File: config.mk
export PLATFORM = sky130hd
export DESIGN_NAME = alarm_event_annunciator
export DESIGN_NICKNAME = d
export VERILOG_FILES = /design/src/aea_pkg.sv /design/src/aea_front.sv /design/src/aea_queue.sv /design/src/aea_back.sv /design/src/alarm_event_annunciator.sv
export VERILOG_INCLUDE_DIRS = /design/src /design/src/src
export SDC_FILE = /design/constraint.sdc
export NUM_CORES = 1
export LEC_CHECK = 0
export ABC_CLOCK_PERIOD_IN_PS = 8800
export BUFFER_PORTS_ARGS = -buffer_cell sky130_fd_sc_hd__buf_2
export CAP_MARGIN = 20
export CORE_UTILIZATION = 55
export CTS_CLUSTER_SIZE = 8
export DETAILED_ROUTE_END_ITERATION = 10
export GPL_TIMING_DRIVEN = 0
export PLACE_DENSITY = 0.73
export SETUP_SLACK_MARGIN = 0.15
export SLEW_MARGIN = 40
export SYNTH_ARGS = -nofsm -noshare
export SYNTH_HDL_FRONTEND = slang
export SYNTH_SLANG_ARGS = --single-unit
File: constraint.sdc
create_clock -name clk -period 8.8 [get_ports clk]
set_clock_uncertainty 0.2 [all_clocks]
set_input_delay 1.32 -clock clk [delete_from_list [all_inputs] [get_ports clk]]
set_output_delay 1.32 -clock clk [all_outputs]
set_load 0.02 [all_outputs]
File: src/alarm_event_annunciator_macros.svh
// Assertion macros shared by the annunciator RTL.
`ifndef ALARM_EVENT_ANNUNCIATOR_MACROS_SVH
`define ALARM_EVENT_ANNUNCIATOR_MACROS_SVH

// Same-cycle implication, checked on every clock outside reset.
`define AEA_ASSERT_IMP(label, ante, cons, msg) \
  label: assert property (@(posedge clk) disable iff (rst) (ante) |-> (cons)) \
    else $error(msg);

// Next-cycle implication, checked on every clock outside reset.
`define AEA_ASSERT_NEXT(label, ante, cons, msg) \
  label: assert property (@(posedge clk) disable iff (rst) (ante) |=> (cons)) \
    else $error(msg);

`endif

File: src/aea_pkg.sv
// Shared types and constants for the alarm event annunciator.
`default_nettype none
package aea_pkg;

  localparam int TIME_BITS = 32;
  localparam int NSLOT     = 7;
  localparam int QDEPTH    = 4;
  localparam int QPTR_W    = $clog2(QDEPTH);
  localparam int QCNT_W    = $clog2(QDEPTH + 1);
  localparam int IN_W      = 48;
  localparam int OUT_W     = 8;
  localparam int CFG_AW    = 3;
  localparam int CFG_DW    = 16;

  // Register indexes
  localparam logic [CFG_AW-1:0] REG_ALERT_MASK   = 3'd0;
  localparam logic [CFG_AW-1:0] REG_ESC_BEEP_EN  = 3'd1;
  localparam logic [CFG_AW-1:0] REG_STARTUP_DLY  = 3'd2;
  localparam logic [CFG_AW-1:0] REG_GROUND_DBNC  = 3'd3;
  localparam logic [CFG_AW-1:0] REG_LEAK_REPEAT  = 3'd4;

  // Tone codes
  localparam logic [3:0] TONE_NONE        = 4'd0;
  localparam logic [3:0] TONE_STARTUP     = 4'd1;
  localparam logic [3:0] TONE_ARM         = 4'd2;
  localparam logic [3:0] TONE_DISARM      = 4'd3;
  localparam logic [3:0] TONE_LINK_OK     = 4'd4;
  localparam logic [3:0] TONE_LINK_LOST   = 4'd5;
  localparam logic [3:0] TONE_GROUND_LOST = 4'd6;
  localparam logic [3:0] TONE_LEAK        = 4'd7;
  localparam logic [3:0] TONE_CAL_START   = 4'd8;
  localparam logic [3:0] TONE_CAL_DONE    = 4'd9;

  // Alert mask bits
  localparam int MB_STARTUP = 0;
  localparam int MB_ARM     = 1;
  localparam int MB_DISARM  = 2;
  localparam int MB_LINK    = 3;
  localparam int MB_GROUND  = 4;
  localparam int MB_LEAK    = 5;
  localparam int MB_CAL     = 6;

  typedef struct packed {
    logic [6:0]  alert_mask;
    logic        esc_beep_enable;
    logic [15:0] startup_delay_ms;
    logic [15:0] ground_loss_debounce_ms;
    logic [15:0] leak_repeat_ms;
  } cfg_t;

  // One tick's worth of results, slot order is emission order.
  typedef struct packed {
    logic [NSLOT-1:0]       valid;
    logic [NSLOT-1:0]       esc;
    logic [NSLOT-1:0][3:0]  tone;
  } entry_t;

endpackage
`default_nettype wire

File: src/aea_front.sv
// Tick front end: tracks flag history and timers, builds the result list.
`default_nettype none
module aea_front import aea_pkg::*; (
  input  wire logic            clk,
  input  wire logic            rst,
  input  wire cfg_t            cfg,
  input  wire logic            s_tvalid,
  output logic                 s_tready,
  input  wire logic [IN_W-1:0] s_tdata,
  input  wire logic            q_full,
  output logic                 q_push,
  output entry_t               q_wdata
);

  logic [TIME_BITS-1:0] now;
  logic armed, link, leak, cal, ground;
  logic [3:0] req;
  logic accept;

  logic started, armed_prev, link_prev, link_seen, ground_seen;
  logic ground_counting, ground_loss_reported, leak_prev, cal_prev;
  logic [TIME_BITS-1:0] ground_loss_start, leak_last_alert;

  logic [TIME_BITS-1:0] ground_elapsed, leak_elapsed;
  logic startup_ev, arm_ev, link_ev, ground_ev, leak_ev, cal_ev;

  assign now    = TIME_BITS'(s_tdata[31:0]);
  assign armed  = s_tdata[32];
  assign link   = s_tdata[33];
  assign leak   = s_tdata[34];
  assign cal    = s_tdata[35];
  assign ground = s_tdata[36];
  assign req    = s_tdata[40:37];

  assign s_tready = !q_full;
  assign accept   = s_tvalid && s_tready;

  assign ground_elapsed = now - ground_loss_start;
  assign leak_elapsed   = now - leak_last_alert;

  assign startup_ev = !started && (now > TIME_BITS'(cfg.startup_delay_ms));
  assign arm_ev     = armed != armed_prev;
  assign link_ev    = (link != link_prev) && link_seen;
  assign ground_ev  = !ground && ground_seen && ground_counting && !ground_loss_reported
                      && (ground_elapsed > TIME_BITS'(cfg.ground_loss_debounce_ms));
  assign leak_ev    = leak && (!leak_prev
                      || (leak_elapsed > TIME_BITS'(cfg.leak_repeat_ms)));
  assign cal_ev     = cal != cal_prev;

  always_comb begin
    q_wdata = '0;
    // startup: a masked tone still goes out when it carries the beep
    q_wdata.tone[0]  = cfg.alert_mask[MB_STARTUP] ? TONE_STARTUP : TONE_NONE;
    q_wdata.esc[0]   = cfg.esc_beep_enable;
    q_wdata.valid[0] = startup_ev && (cfg.alert_mask[MB_STARTUP] || cfg.esc_beep_enable);
    if (armed) begin
      q_wdata.tone[1]  = cfg.alert_mask[MB_ARM] ? TONE_ARM : TONE_NONE;
      q_wdata.esc[1]   = cfg.esc_beep_enable;
      q_wdata.valid[1] = arm_ev && (cfg.alert_mask[MB_ARM] || cfg.esc_beep_enable);
    end else begin
      q_wdata.tone[1]  = TONE_DISARM;
      q_wdata.valid[1] = arm_ev && cfg.alert_mask[MB_DISARM];
    end
    q_wdata.tone[2]  = link ? TONE_LINK_OK : TONE_LINK_LOST;
    q_wdata.valid[2] = link_ev && cfg.alert_mask[MB_LINK];
    q_wdata.tone[3]  = TONE_GROUND_LOST;
    q_wdata.valid[3] = ground_ev && cfg.alert_mask[MB_GROUND];
    q_wdata.tone[4]  = TONE_LEAK;
    q_wdata.valid[4] = leak_ev && cfg.alert_mask[MB_LEAK];
    q_wdata.tone[5]  = cal ? TONE_CAL_START : TONE_CAL_DONE;
    q_wdata.valid[5] = cal_ev && cfg.alert_mask[MB_CAL];
    q_wdata.tone[6]  = req;
    q_wdata.valid[6] = (req != TONE_NONE) && cfg.alert_mask[MB_CAL];
  end

  // Ticks with no result update state only.
  assign q_push = accept && (|q_wdata.valid);

  always_ff @(posedge clk) begin
    if (rst) begin
      started              <= 1'b0;
      armed_prev           <= 1'b0;
      link_prev            <= 1'b0;
      link_seen            <= 1'b0;
      ground_seen          <= 1'b0;
      ground_counting      <= 1'b0;
      ground_loss_reported <= 1'b0;
      ground_loss_start    <= '0;
      leak_prev            <= 1'b0;
      leak_last_alert      <= '0;
      cal_prev             <= 1'b0;
    end else if (accept) begin
      if (startup_ev) started <= 1'b1;
      armed_prev <= armed;
      link_prev  <= link;
      if (link) link_seen <= 1'b1;
      if (ground) begin
        ground_seen          <= 1'b1;
        ground_counting      <= 1'b0;
        ground_loss_start    <= '0;
        ground_loss_reported <= 1'b0;
      end else if (ground_seen) begin
        if (!ground_counting) begin
          ground_counting   <= 1'b1;
          ground_loss_start <= now;
        end else if (ground_ev) begin
          ground_loss_reported <= 1'b1;
        end
      end
      if (leak_ev) leak_last_alert <= now;
      leak_prev <= leak;
      cal_prev  <= cal;
    end
  end

endmodule
`default_nettype wire

File: src/aea_queue.sv
// Short FIFO of per-tick result lists between front and back end.
`default_nettype none
module aea_queue import aea_pkg::*; (
  input  wire logic   clk,
  input  wire logic   rst,
  input  wire logic   push,
  input  wire entry_t wdata,
  output logic        full,
  input  wire logic   pop,
  output entry_t      rdata,
  output logic        empty
);

  entry_t            mem [QDEPTH];
  logic [QPTR_W-1:0] wr_ptr, rd_ptr;
  logic [QCNT_W-1:0] count;

  assign full  = count == QCNT_W'(QDEPTH);
  assign empty = count == '0;
  assign rdata = mem[rd_ptr];

  always_ff @(posedge clk) begin
    if (push) mem[wr_ptr] <= wdata;
  end

  always_ff @(posedge clk) begin
    if (rst) begin
      wr_ptr <= '0;
      rd_ptr <= '0;
      count  <= '0;
    end else begin
      if (push) wr_ptr <= wr_ptr + 1'b1;
      if (pop)  rd_ptr <= rd_ptr + 1'b1;
      if (push && !pop)      count <= count + 1'b1;
      else if (pop && !push) count <= count - 1'b1;
    end
  end

endmodule
`default_nettype wire

File: src/aea_back.sv
// Back end: unrolls one result list into output words, one per cycle unless the output stalls.
`default_nettype none
module aea_back import aea_pkg::*; (
  input  wire logic        clk,
  input  wire logic        rst,
  input  wire logic        q_empty,
  input  wire entry_t      q_rdata,
  output logic             q_pop,
  output logic             m_tvalid,
  input  wire logic        m_tready,
  output logic [OUT_W-1:0] m_tdata,
  output logic             m_tlast
);

  entry_t           cur;
  logic [NSLOT-1:0] pick, remain;
  logic             out_load, adv, cur_free;
  logic [3:0]       sel_tone;
  logic             sel_esc;

  assign out_load = !m_tvalid || m_tready;
  assign adv      = out_load && (|cur.valid);
  // lowest pending slot goes next
  assign pick     = cur.valid & ~(cur.valid - 1'b1);
  assign remain   = cur.valid & ~pick;
  assign cur_free = !(|cur.valid) || (adv && !(|remain));
  assign q_pop    = cur_free && !q_empty;

  always_comb begin
    sel_tone = '0;
    sel_esc  = 1'b0;
    for (int i = 0; i < NSLOT; i++) begin
      sel_tone = sel_tone | (cur.tone[i] & {4{pick[i]}});
      sel_esc  = sel_esc | (cur.esc[i] & pick[i]);
    end
  end

  always_ff @(posedge clk) begin
    if (rst) begin
      cur.valid <= '0;
      m_tvalid  <= 1'b0;
    end else begin
      if (q_pop) begin
        cur.valid <= q_rdata.valid;
      end else if (adv) begin
        cur.valid <= remain;
      end
      if (out_load) m_tvalid <= |cur.valid;
    end
    if (q_pop) begin
      cur.tone <= q_rdata.tone;
      cur.esc  <= q_rdata.esc;
    end
  end

  always_ff @(posedge clk) begin
    if (adv) begin
      m_tdata <= {3'b000, sel_esc, sel_tone};
      m_tlast <= !(|remain);
    end
  end

endmodule
`default_nettype wire

File: src/alarm_event_annunciator.sv
// Top level of the alarm event annunciator: config registers, front, queue, back.
//
//  Channel   Dir  Signals                         Contents
//  ticks     in   s_tvalid s_tready s_tdata[47:0] one status sample per word
//  alerts    out  m_tvalid m_tready m_tdata[7:0]  one tone per word, m_tlast ends tick
//  config    in   cfg_we cfg_addr cfg_data        register writes, no read-back
//
// A tick is taken whenever the queue has room, so ticks can arrive back
// to back. A tick with n results gives n output words (n up to 7, ticks
// with none produce no word); the output port, one word per cycle while
// m_tready is high, sets the sustained rate. The four-entry queue lets the
// front keep taking ticks while the back drains. A tick's first word passes
// the queue, the current-list register and the output register. Reset is
// synchronous and clears all flag history, timers and config to defaults.
`default_nettype none
module alarm_event_annunciator import aea_pkg::*; (
  input  wire logic              clk,
  input  wire logic              rst,
  // tick words
  input  wire logic              s_tvalid,
  output logic                   s_tready,
  // [31:0] time_ms, [32] armed, [33] link_up, [34] leak_active,
  // [35] calibrating, [36] ground_link_up, [40:37] requested_tone, [47:41] zero
  input  wire logic [IN_W-1:0]   s_tdata,
  // alert words
  output logic                   m_tvalid,
  input  wire logic              m_tready,
  // [3:0] tone, [4] esc_beep, [7:5] zero
  output logic [OUT_W-1:0]       m_tdata,
  output logic                   m_tlast,
  // config writes
  input  wire logic              cfg_we,
  input  wire logic [CFG_AW-1:0] cfg_addr,
  input  wire logic [CFG_DW-1:0] cfg_data
);

`include "alarm_event_annunciator_macros.svh"

  cfg_t   cfg;
  logic   q_push, q_full, q_pop, q_empty;
  entry_t q_wdata, q_rdata;

  // Config registers; the user must write them only while the block is idle (not enforced here).
  always_ff @(posedge clk) begin
    if (rst) begin
      cfg.alert_mask              <= 7'd127;
      cfg.esc_beep_enable         <= 1'b0;
      cfg.startup_delay_ms        <= 16'd900;
      cfg.ground_loss_debounce_ms <= 16'd1500;
      cfg.leak_repeat_ms          <= 16'd3000;
    end else if (cfg_we) begin
      unique case (cfg_addr)
        REG_ALERT_MASK:  cfg.alert_mask              <= cfg_data[6:0];
        REG_ESC_BEEP_EN: cfg.esc_beep_enable         <= cfg_data[0];
        REG_STARTUP_DLY: cfg.startup_delay_ms        <= cfg_data;
        REG_GROUND_DBNC: cfg.ground_loss_debounce_ms <= cfg_data;
        REG_LEAK_REPEAT: cfg.leak_repeat_ms          <= cfg_data;
        default: ;  // unmapped index: drop the write
      endcase
    end
  end

  // Front: classify each tick and build its ordered result list.
  aea_front u_front (
    .clk      (clk),
    .rst      (rst),
    .cfg      (cfg),
    .s_tvalid (s_tvalid),
    .s_tready (s_tready),
    .s_tdata  (s_tdata),
    .q_full   (q_full),
    .q_push   (q_push),
    .q_wdata  (q_wdata)
  );

  // Queue: decouple tick intake from word output.
  aea_queue u_queue (
    .clk   (clk),
    .rst   (rst),
    .push  (q_push),
    .wdata (q_wdata),
    .full  (q_full),
    .pop   (q_pop),
    .rdata (q_rdata),
    .empty (q_empty)
  );

  // Back: emit pending results in slot order through a registered output.
  aea_back u_back (
    .clk      (clk),
    .rst      (rst),
    .q_empty  (q_empty),
    .q_rdata  (q_rdata),
    .q_pop    (q_pop),
    .m_tvalid (m_tvalid),
    .m_tready (m_tready),
    .m_tdata  (m_tdata),
    .m_tlast  (m_tlast)
  );

  // Never push into a full queue, never pop an empty one.
  `AEA_ASSERT_IMP(a_push_room, q_push, !q_full, "push into full queue")
  `AEA_ASSERT_IMP(a_pop_data, q_pop, !q_empty, "pop from empty queue")
  // Every emitted word carries a tone or a beep.
  `AEA_ASSERT_IMP(a_word_nonempty, m_tvalid, (m_tdata[3:0] != TONE_NONE) || m_tdata[4],
                  "empty alert word emitted")
  // A word taken without tlast must be followed by another of the same tick.
  `AEA_ASSERT_NEXT(a_tick_continues, m_tvalid && m_tready && !m_tlast, m_tvalid,
                   "tick result list broken off")

endmodule
`default_nettype wire

==> results of run 1 <==
stage by stage:
step	setup slack, ns	total power (W)	utilization	std cells
after floorplan	2.16	0.00217	-	1608
after detailed placement	1.06	0.00245	0.596	2008
after global routing	1.01	0.00389	0.637	2061
after CTS	1.58	0.00369	0.637	2061
final	1.60	0.00369	0.637	2061
after global placement	1.10	0.00242	0.596	2008
Yosys cell counts (4+ instances only):
master     number
a21o_1         25
a21oi_1       167
mux2i_1        40
and3_1         12
and2_1          8
ha_1          115
a211o_1         4
or3_1           5
nor2b_1        11
xor2_1         15
dfxtp_1       146
a221oi_1        4
nand3b_1       23
nor3b_1        31
o21ai_1         7
nand2_1       191
nor2_1        141
nand2b_1       14
clkbuf_1       64
inv_1         128
buf_6           4
edfxtp_1       89
nand4_1        35
nor3_1         23
a211oi_1       14
mux2_2          4
buf_2           9
buf_4           4
o21ai_0        55
nand3_1        21
o21a_1         22
o2111ai_1       8
xnor2_1        26
o21bai_1        4
a31oi_1         5
mux4_2         18
o211ai_1       13
nor4_1         12
layout make-up:
type / instances / area (sq um)
clock buffer: 49 / 938
fill: 2201 / 9230
sequential: 235 / 5600
multi-input combinational: 1157 / 7880
timing repair buffer: 70 / 350
inverter: 128 / 480
tap: 330 / 413
clock inverter: 4 / 81.3
buffer: 88 / 427
worst max-delay path: cells and delay by family:
kind / cells / cell delay, ns
AO/OA/AOI/OAI: 12 / 2.55
AND/OR/NAND/NOR: 9 / 1.60
adder cells (fa/ha/maj): 5 / 1.31
buffers and inverters: 4 / 0.38
XOR/XNOR: 2 / 0.28
flip-flops by register name, summed over array words and instances (netlist names), named ones only:
name,flops
u_queue.mem,72
cfg,56
u_front.ground_loss_start,32
u_front.leak_last_alert,32
u_back.cur,18
u_back.m_tdata,5
u_queue.count,3
u_queue.rd_ptr,2
u_queue.wr_ptr,2
u_back.m_tlast,1
u_back.m_tvalid,1
u_front.armed_prev,1
u_front.cal_prev,1
u_front.ground_counting,1
u_front.ground_loss_reported,1
u_front.ground_seen,1
u_front.leak_prev,1
u_front.link_prev,1
u_front.link_seen,1
u_front.started,1
power by group:
group          leakage, nW  switching [W]  internal (W)
Combinational         3.91       0.000672      0.000420
Clock                0.487       0.000499      0.000744
Sequential            2.01      0.0000523       0.00130
worst paths after layout:
check / end / slack [ns] / cells past startpoint
setup reg to reg: u_queue.count[2] / 2.34 / 30
hold / removal: cfg[25] / 0.25 / 2
setup / recovery: u_queue.count[2] / 1.60 / 32
hold reg to reg: cfg[25] / 0.25 / 2
cell families after synthesis:
group	share of synthesized area
AO/OA/AOI/OAI	0.169
XOR/XNOR	0.0250
adder cells (fa/ha/maj)	0.106
buffers and inverters	0.0630
flip-flops	0.389
multiplexers	0.0611
other	0.000261
AND/OR/NAND/NOR	0.186
layout by cell type, fill, tap and decap left out, types with 5 or more instances in the layout:
cell         n
o21ai_0     55
nor4_1      12
buf_2       80
xnor2_1     26
nand2b_1    14
a21o_1      25
inv_1      128
xor2_1      15
a21oi_1    167
clkbuf_1    77
a31oi_1      5
o211ai_1    13
nand3b_1    23
o2111ai_1    8
nand2_1    191
nor2_1     141
o21ai_1      6
nor3b_1     31
nand4_1     35
mux2i_1     40
nor2b_1     11
o21a_1      22
clkbuf_16   35
dfxtp_1    146
edfxtp_1    89
nor3_1      23
ha_1       115
a211oi_1    14
nand3_1     21
and2_2       6
mux4_2      18
and3_1      12
or3_1        5
metal layers:
layer | GRT usage | up-vias | part of all wire
met1 | 0.371 | 5839 | 0.43
met5 | 0 | - | 0
li1 | - | 5951 | -
met4 | 0.102 | 0 | 0.026
met2 | 0.485 | 413 | 0.48
met3 | 0.0396 | 76 | 0.064
==> out/qor.csv, run 1 <==
metric,value,unit
status,completed,
grt_overflow_total,0,
slowest_stage,fa_1,
drive_gt1_frac,0.110,
hold_class,flip-flop to flip-flop,
fp.dieH,164,um
grt_pass1_wl,59700,um
ys_seq_area_frac,0.389,
cts_tree,done,
netlist_area,14400,sq um
power.density,228,nW/um^2
critPathMaxFanout,7,
cpMostUsedCell,o21ai_0,
synth_edf_count,89,
drc,0,
io_pins,83,
dieArea,26800,sq um
rsz0062_at_grt,false,
slew_violations,0,
hold_buffers,0,
core,25400,sq um
via_count,12279,
cts_buffers,35,
grt_use_total,0.286,
critPathCaptureType,flip-flop,
grt_pass1_vias,11563,
finalCritPeriodShare,0.819,
clk_pin_slew,0.05,ns
synthesis.instances,1606,
synth_area_leaders,"dfxtp_1 (20%), edfxtp_1 (19%), ha_1 (10%), a21oi_1 (5.8%), nand2_1 (5.0%)",
cp.required,9.05,ns
crit_arrival,7.45,ns
worstHoldStart,cfg[25],
cts-root-buf,clkbuf_16,
drv_cap,0,
dr.pass1.iters,7,
die-width,164,um
whs,0.254,ns
syn-mean-instance-area,8.95,sq um
dp_hpwl,28200,um
post_dp_cell_area,15100,sq um
design_area,16200,sq um
post-cts-setup-buffer-count,0,
peakVddDrop,0.000272,V
drt_iter0_markers,965,
diodes,0,
vias_per_cell,5.96,
finalSetupTns,0,ns
htree_levels,2,
rows,58,
globalplace.congestion,0.957,
antenna_left,0,
rr_startpoint,u_front.ground_loss_start[0],
syn_to_final_growth,12.5,%
fmax,0.139,GHz
p_leak,6.41,nW
synth_seq_cells,235,
synth_top_area_cell,dfxtp_1,
critPathLaunchType,primary input,
post_cts_resize_count,0,
maxSlewHeadroom,0.429,
clock-sinks,235,
clock_latency,0.53,ns
synth_top_area_frac,0.203,
slowest_delay,0.41,ns
worstMarginPinSlew,0.856,ns
worstSetupStartpoint,s_tdata[0],
antenna_found_initial,2,
initial_core_util,0.566,
finalSetupViolCount,0,
async_flop_share,0,
grt_max_degree,21,
nets,1905,
ys.warnings.count,0,
wirelength,37800,um
hold_violations,0,
fin_crit,7.20,ns
wl_per_cell,18.3,um
clockBufferDepth,3,
ys_types,95,
synthFlopType,dfxtp_1,
io_buffer_count,70,
critPathKind,primary input to flip-flop,
Note: power is estimated with default switching activity, not from simulation.
==> run 2, diff against run 1 <==
--- a/config.mk
+++ b/config.mk
@@ -6,14 +6,14 @@
 export SDC_FILE = /design/constraint.sdc
 export NUM_CORES = 1
 export LEC_CHECK = 0
-export ABC_CLOCK_PERIOD_IN_PS = 8800
+export ABC_CLOCK_PERIOD_IN_PS = 6400
 export BUFFER_PORTS_ARGS = -buffer_cell sky130_fd_sc_hd__buf_2
 export CAP_MARGIN = 20
 export CORE_UTILIZATION = 55
 export CTS_CLUSTER_SIZE = 8
 export DETAILED_ROUTE_END_ITERATION = 10
 export GPL_TIMING_DRIVEN = 0
-export PLACE_DENSITY = 0.73
+export PLACE_DENSITY = 0.76
 export SETUP_SLACK_MARGIN = 0.15
 export SLEW_MARGIN = 40
 export SYNTH_ARGS = -nofsm -noshare
==> constraint.sdc (replaced) <==
create_clock -name clk -period 6.4 [get_ports clk]
set_clock_uncertainty 0.2 [all_clocks]
set_input_delay 0.96 -clock clk [delete_from_list [all_inputs] [get_ports clk]]
set_output_delay 0.96 -clock clk [all_outputs]
set_load 0.02 [all_outputs]
==> out/qor.csv, run 2 (synthesis results as in run 1) <==
metric,value,unit
status,"complete, but fails checks",
failed_checks,negative setup slack,
diodes,0,
slowest_delay,0.41,ns
rows,58,
die-width,164,um
regMostFlops,u_queue.mem,
cts-root-buf,clkbuf_16,
clockBufferDepth,3,
clock_latency,0.52,ns
grt_max_degree,21,
grt_overflow_total,0,
cts_buffers,35,
clock-sinks,235,
critPathCaptureType,flip-flop,
layout_common_cells,"nand2_1 (191), a21oi_1 (164), dfxtp_1 (146)",
dieArea,26800,sq um
seqCellArea,5600,sq um
io_pins,83,
fmax,0.156,GHz
hold_class,flip-flop to flip-flop,
largest_reg_flops,72,
worstMarginPinSlew,0.906,ns
largest_registers,"u_queue.mem (72), cfg (56)",
critPathMaxFanout,4,
syn_to_final_growth,16.7,%
antenna_found_initial,0,
hold_violations,0,
r2r_slack,0.18,ns
drc,0,
vias_per_cell,6.10,
peakVddDrop,0.000373,V
fin_util,0.660,
critPathKind,primary input to flip-flop,
reg2reg_depth,35,
power.density,312,nW/um^2
antenna_left,0,
drive_gt1_frac,0.146,
final_common_cell,nand2_1,
initial_core_util,0.566,
multi_input_area,8080,sq um
cpMostUsedCell,buf_6,
wirelength,41200,um
nets,1950,
htree_levels,2,
fin_ws,-0.0249,ns
cp.required,6.64,ns
crit_arrival,6.67,ns
crit_family,buffers and inverters,
holdPathEnd,cfg[6],
io_buffer_count,70,
grt_pass1_wl,63600,um
critPathLaunchType,primary input,
num-fill-cells,2038,
slew_violations,0,
dp_hpwl,29100,um
core,25400,sq um
finalSetupTns,-0.0249,ns
worstHoldStart,cfg[6],
via_count,12845,
globalplace.congestion,0.924,
maxSlewHeadroom,0.396,
drv_cap,0,
wl_per_cell,19.6,um
dr.pass1.iters,6,
rsz0062_at_grt,true,
slowest_stage,or3_1,
hold_path_depth,2,
fp.dieH,164,um
rr_startpoint,u_front.ground_loss_start[0],
r2r_end,u_queue.count[2],
clk_pin_slew,0.05,ns
grt_pass1_vias,12429,
finalSetupViolCount,1,
finalCritPeriodShare,1.00,
hold_buffers,0,
drt_iter0_markers,1097,
p_leak,6.67,nW
cp_num_buf_inv,20,
cts_tree,done,
grt_use_total,0.303,
fin_crit,6.42,ns
run 2: cell count changes in the layout (fill, tap and decap cells not counted), sizes merged:
cell,change
clkinv,-1
buf,+45
bufinv,+1
run 2: worst max path at each step:
stage,start,end,slack (ns),depth (start not counted)
global route,s_tdata[0],u_queue.count[2],-0.16,33
global placement,s_tdata[0],u_queue.count[2],-0.88,32
finish,s_tdata[0],u_queue.count[2],-0.02,37
CTS,s_tdata[0],u_queue.count[2],0.19,33
floorplan,s_tdata[0],u_queue.count[2],0.20,31
detailed placement,s_tdata[0],u_queue.count[2],-1.01,32
run 2: tightest hold or removal path, stage by stage, from the launching register on:
cell and delay [ns]:
dfxtp_1 0.30, nand2_1 0.05, a21oi_1 0.05
run 2: cell type report:
cell class / count / share of cell area
inverter: 128 / 0.0294
buffer: 88 / 0.0254
clock inverter: 4 / 0.00507
sequential: 235 / 0.334
clock buffer: 49 / 0.0554
timing repair buffer: 115 / 0.0442
tap: 330 / 0.0246
multi-input combinational: 1157 / 0.482
run 2: per-stage QoR:
step | power [W] | instances | area [sq um] | setup WS (ns) | hold slack, ns
after floorplan | 0.00298 | 1608 | 14400 | 0.197 | 0.229
after global placement | 0.00333 | 2008 | 15100 | -0.882 | 0.242
after detailed placement | 0.00339 | 2008 | 15200 | -1.01 | 0.249
after CTS | 0.00514 | 2099 | 16500 | 0.191 | 0.255
after global routing | 0.00547 | 2106 | 16800 | -0.158 | 0.276
final | 0.00523 | 2106 | 16800 | -0.0249 | 0.254
run 2: report_power, final:
part | total, W | internal (W) | switching [W]
combinational | 0.00166 | 0.000653 | 0.00101
clock | 0.00171 | 0.00105 | 0.000665
sequential | 0.00186 | 0.00179 | 0.0000749
run 2: per-layer routing:
layer	vias to the layer above	routed length (um)	track usage
li1	6031	-	-
met1	6121	17000	0.385
met2	536	19300	0.499
met3	157	2730	0.0437
met4	0	2200	0.157
met5	-	0	0
run 2: timing repair:
| item | 4_1_cts | 5_1_grt |
|---|---|---|
| cloned | 0 | 0 |
| setup endpoints to repair | 76 | 76 |
| pin swaps | 12 | 26 |
| resized for setup | 12 | 48 |
| setup buffers | 38 | 7 |
